==> src/rtl/qva_ram.sv <==
// ----------------------------------------------------------------------------
// QoS vote aggregator RAM
// Simple dual-port RAM, one write and one registered read port.
// ----------------------------------------------------------------------------
module qva_ram #(
    parameter int WIDTH = 32,
    parameter int DEPTH = 16,
    localparam int ADDR_W = (DEPTH > 1) ? $clog2(DEPTH) : 1
) (
    input  logic              aclk,
    input  logic              we,
    input  logic [ADDR_W-1:0] waddr,
    input  logic [WIDTH-1:0]  wdata,
    input  logic [ADDR_W-1:0] raddr,
    output logic [WIDTH-1:0]  rdata
);

    logic [WIDTH-1:0] mem [DEPTH];

    always_ff @(posedge aclk) begin
        if (we) begin
            mem[waddr] <= wdata;
        end
        rdata <= mem[raddr];
    end

endmodule

==> config.mk <==
export PLATFORM = sky130hd
export DESIGN_NAME = qva_ram
export DESIGN_NICKNAME = d
export VERILOG_FILES = /design/src/rtl/qva_ram.sv
export SDC_FILE = /design/constraint.sdc
export NUM_CORES = 1
export LEC_CHECK = 0
export ABC_AREA = 1
export BUFFER_PORTS_ARGS = -buffer_cell sky130_fd_sc_hd__buf_4
export CELL_PAD_IN_SITES_DETAIL_PLACEMENT = 0
export CELL_PAD_IN_SITES_GLOBAL_PLACEMENT = 1
export CORE_MARGIN = 8
export CORE_UTILIZATION = 52
export CTS_BUF_LIST = sky130_fd_sc_hd__clkbuf_4
export DETAILED_ROUTE_END_ITERATION = 10
export PLACE_DENSITY = 0.88
export SLEW_MARGIN = 40
export SYNTH_ARGS = -nofsm -noshare
export SYNTH_HDL_FRONTEND = slang
export SYNTH_SLANG_ARGS = --single-unit
export TNS_END_PERCENT = 30
==> constraint.sdc <==
create_clock -name aclk -period 2.9 [get_ports aclk]
set_clock_uncertainty 0.05 [all_clocks]
set_input_delay 0.58 -clock aclk [delete_from_list [all_inputs] [get_ports aclk]]
set_output_delay 0.58 -clock aclk [all_outputs]
set_load 0.005 [all_outputs]
==> results.toml <==
[run_status]
status = "finished clean"

[die]
pin_count = 74
die_h_um = 225
std_cell_rows = 76
core-area_um2 = 43100
start_util_pct = 52.8
die_x_um = 225
die-area_um2 = 50700

[route]
wl_um = 51500
first_iter_violations = 1127
viasPerCell = 5.05
postRouteAntennaNets = 0
first_pass_iters = 7
drc = 0
via_count = 15108
wl_per_cell_um = 17.2

[placement]
post-place-cells = 2711
dp_slack_ns = 0.685
place.gp.congestion = 0.733
dp_hpwl_um = 26700
port_buffers = 73

[finish]
n_fill_cell = 3451
seq_area_um2 = 16000
final_nets = 2341
instances_no_fill = 2992
drive_above_1_share_pct = 14.7
multi_input_area_um2 = 4670
synthToLayoutAreaGrowth_pct = 14.6

[flow_run]
cap_violations = 0

[power]
ir_drop_mv = 0.359
p_leak_nw = 11.3
finalPower_mw = 16.5
power_density_nw_per_um2 = 632

[yosys]
yosysUniqueCellTypes = 15
avgSynthCellArea_um2 = 10.7
synth_fp_nets = 2162
ys_seq_elements = 544
syn_area_um2 = 22700
yosysSeqAreaShare_pct = 70.5
syn_inst = 2120
yosysWarnings = 0

[min_path]
worstHoldEndpoint = "mem[11][26]"
whs_path_depth = 1
worstHoldPathType = "in2reg"
timing.hold.worst.start = "wdata[26]"

[global_route]
grt_pass1_vias = 15339
grt_start_max_net_pins = 129
grt-ovfl-total = 0
grt_pass1_wl_um = 81500
antenna_found_initial = 2
grt_usage_pct = 20.7

[setup_path]
cp.buffers_inverters = 1
r2r_start = "mem[11][25]"
cp_slowest_cell = "dfxtp_1"
worstPathMaxFanout = 1
critPathCaptureType = "primary output"
r2r_slack_ns = 1.79
cp_top_family = "flip-flops"
path_cells = "buf_4"
start_kind = "flop"
r2r_cells = 6
worstPathRequired_ns = 2.27
arrival_ns = 1.35
slowest_delay_ns = 0.40
crit_type = "reg2out"
r2r-end = "rdata[25]"

[sta]
setup_viol = 0
period_minus_slack_ns = 1.98
hold-worst-slack_ns = 0.0583
final.setup.tns_ns = 0
hold_viol_final = 0
final_max_slew_viol_count = 0
tightest_slew_ns = 0.731
fmax_ghz = 0.506
max_slew_margin_pct = 51.2
fin_crit_sh_pct = 68.1
rsz0062_at_grt = "no"
fin_ws_ns = 0.925

[clock_tree]
cts_resized = 0
clkSlewWorstSetupHoldPaths_ns = 0.07
clock-sinks = 544
numCtsBuffers = 141
clockRootBuffer = "clkbuf_4"
clockBufferDepth = 3
cts-htree-levels = 4
cts_tree = "built"
clock_latency_ns = 0.82
worst max path at each step:
stage / startpoint / to / slack (ns) / depth (start not counted)
CTS: rdata[21] / rdata[21] / 0.85 / 1
global route: rdata[6] / rdata[6] / 0.85 / 1
floorplan: waddr[2] / mem[10][0] / 0.28 / 2
global placement: waddr[2] / mem[10][31] / 0.69 / 4
finish: rdata[6] / rdata[6] / 0.92 / 1
detailed placement: waddr[2] / mem[8][26] / 0.69 / 4
flip-flops by register name (all words and copies together) (netlist names):
register / flops
mem: 512
rdata: 32
through the flow:
step / area [um2] / utilization [%]
floorplan: 22700 / -
global placement: 23900 / 55.5
CTS: 26000 / 60.5
finish: 26100 / 60.5
global route: 26100 / 60.5
detailed placement: 23900 / 55.5
power by group:
group | internal, mW | switching (mW)
sequential | 8.79 | 0.0577
clock | 3.63 | 2.92
combinational | 0.361 | 0.707
total | 12.8 | 3.68
routing by layer:
metal,GRT usage (%),part of all wire [%],vias up
li1,-,-,7293
met1,24.7,39,7172
met2,36.4,51,550
met3,4.40,7.0,93
met4,7.91,2.2,0
met5,0,0,-
cell usage in the layout, fill, tap and decap left out, types with 16 or more instances in the layout:
| cell type | count |
|---|---|
| nand2_1 | 677 |
| edfxtp_1 | 512 |
| inv_1 | 386 |
| nand3_1 | 385 |
| clkbuf_4 | 215 |
| buf_4 | 94 |
| dfxtp_1 | 32 |
| dlygate4sd3_1 | 30 |
| clkinv_1 | 25 |
| nor2_4 | 16 |
| buf_12 | 16 |
logic make-up after synthesis:
group / synth area share [%]
AND/OR/NAND/NOR: 20.0
flip-flops: 70.5
buffers and inverters: 9.54
cell usage after synthesis, drive strengths merged:
cell type  count  area (um2)
nand2        677        2540
edfxtp       512       15400
inv          390        1470
nand3        385        1930
buf           91         649
dfxtp         32         641
nor2          17        63.8
clkbuf        14        52.6
nand3b         2        15.0
layout make-up:
class / instances / area share (%)
sequential: 544 / 61.5
multi-input combinational: 1081 / 17.9
clock buffer: 215 / 6.19
inverter: 390 / 5.66
timing repair buffer: 141 / 5.14
tap: 585 / 2.81
clock inverter: 33 / 0.792
antenna: 3 / 0.0288
what timing repair did:
item	CTS	global route
hold buffers	30	0
buffers inserted	0	0
endpoints found under the hold margin	362	0
Note: power is estimated with default switching activity, not from simulation.
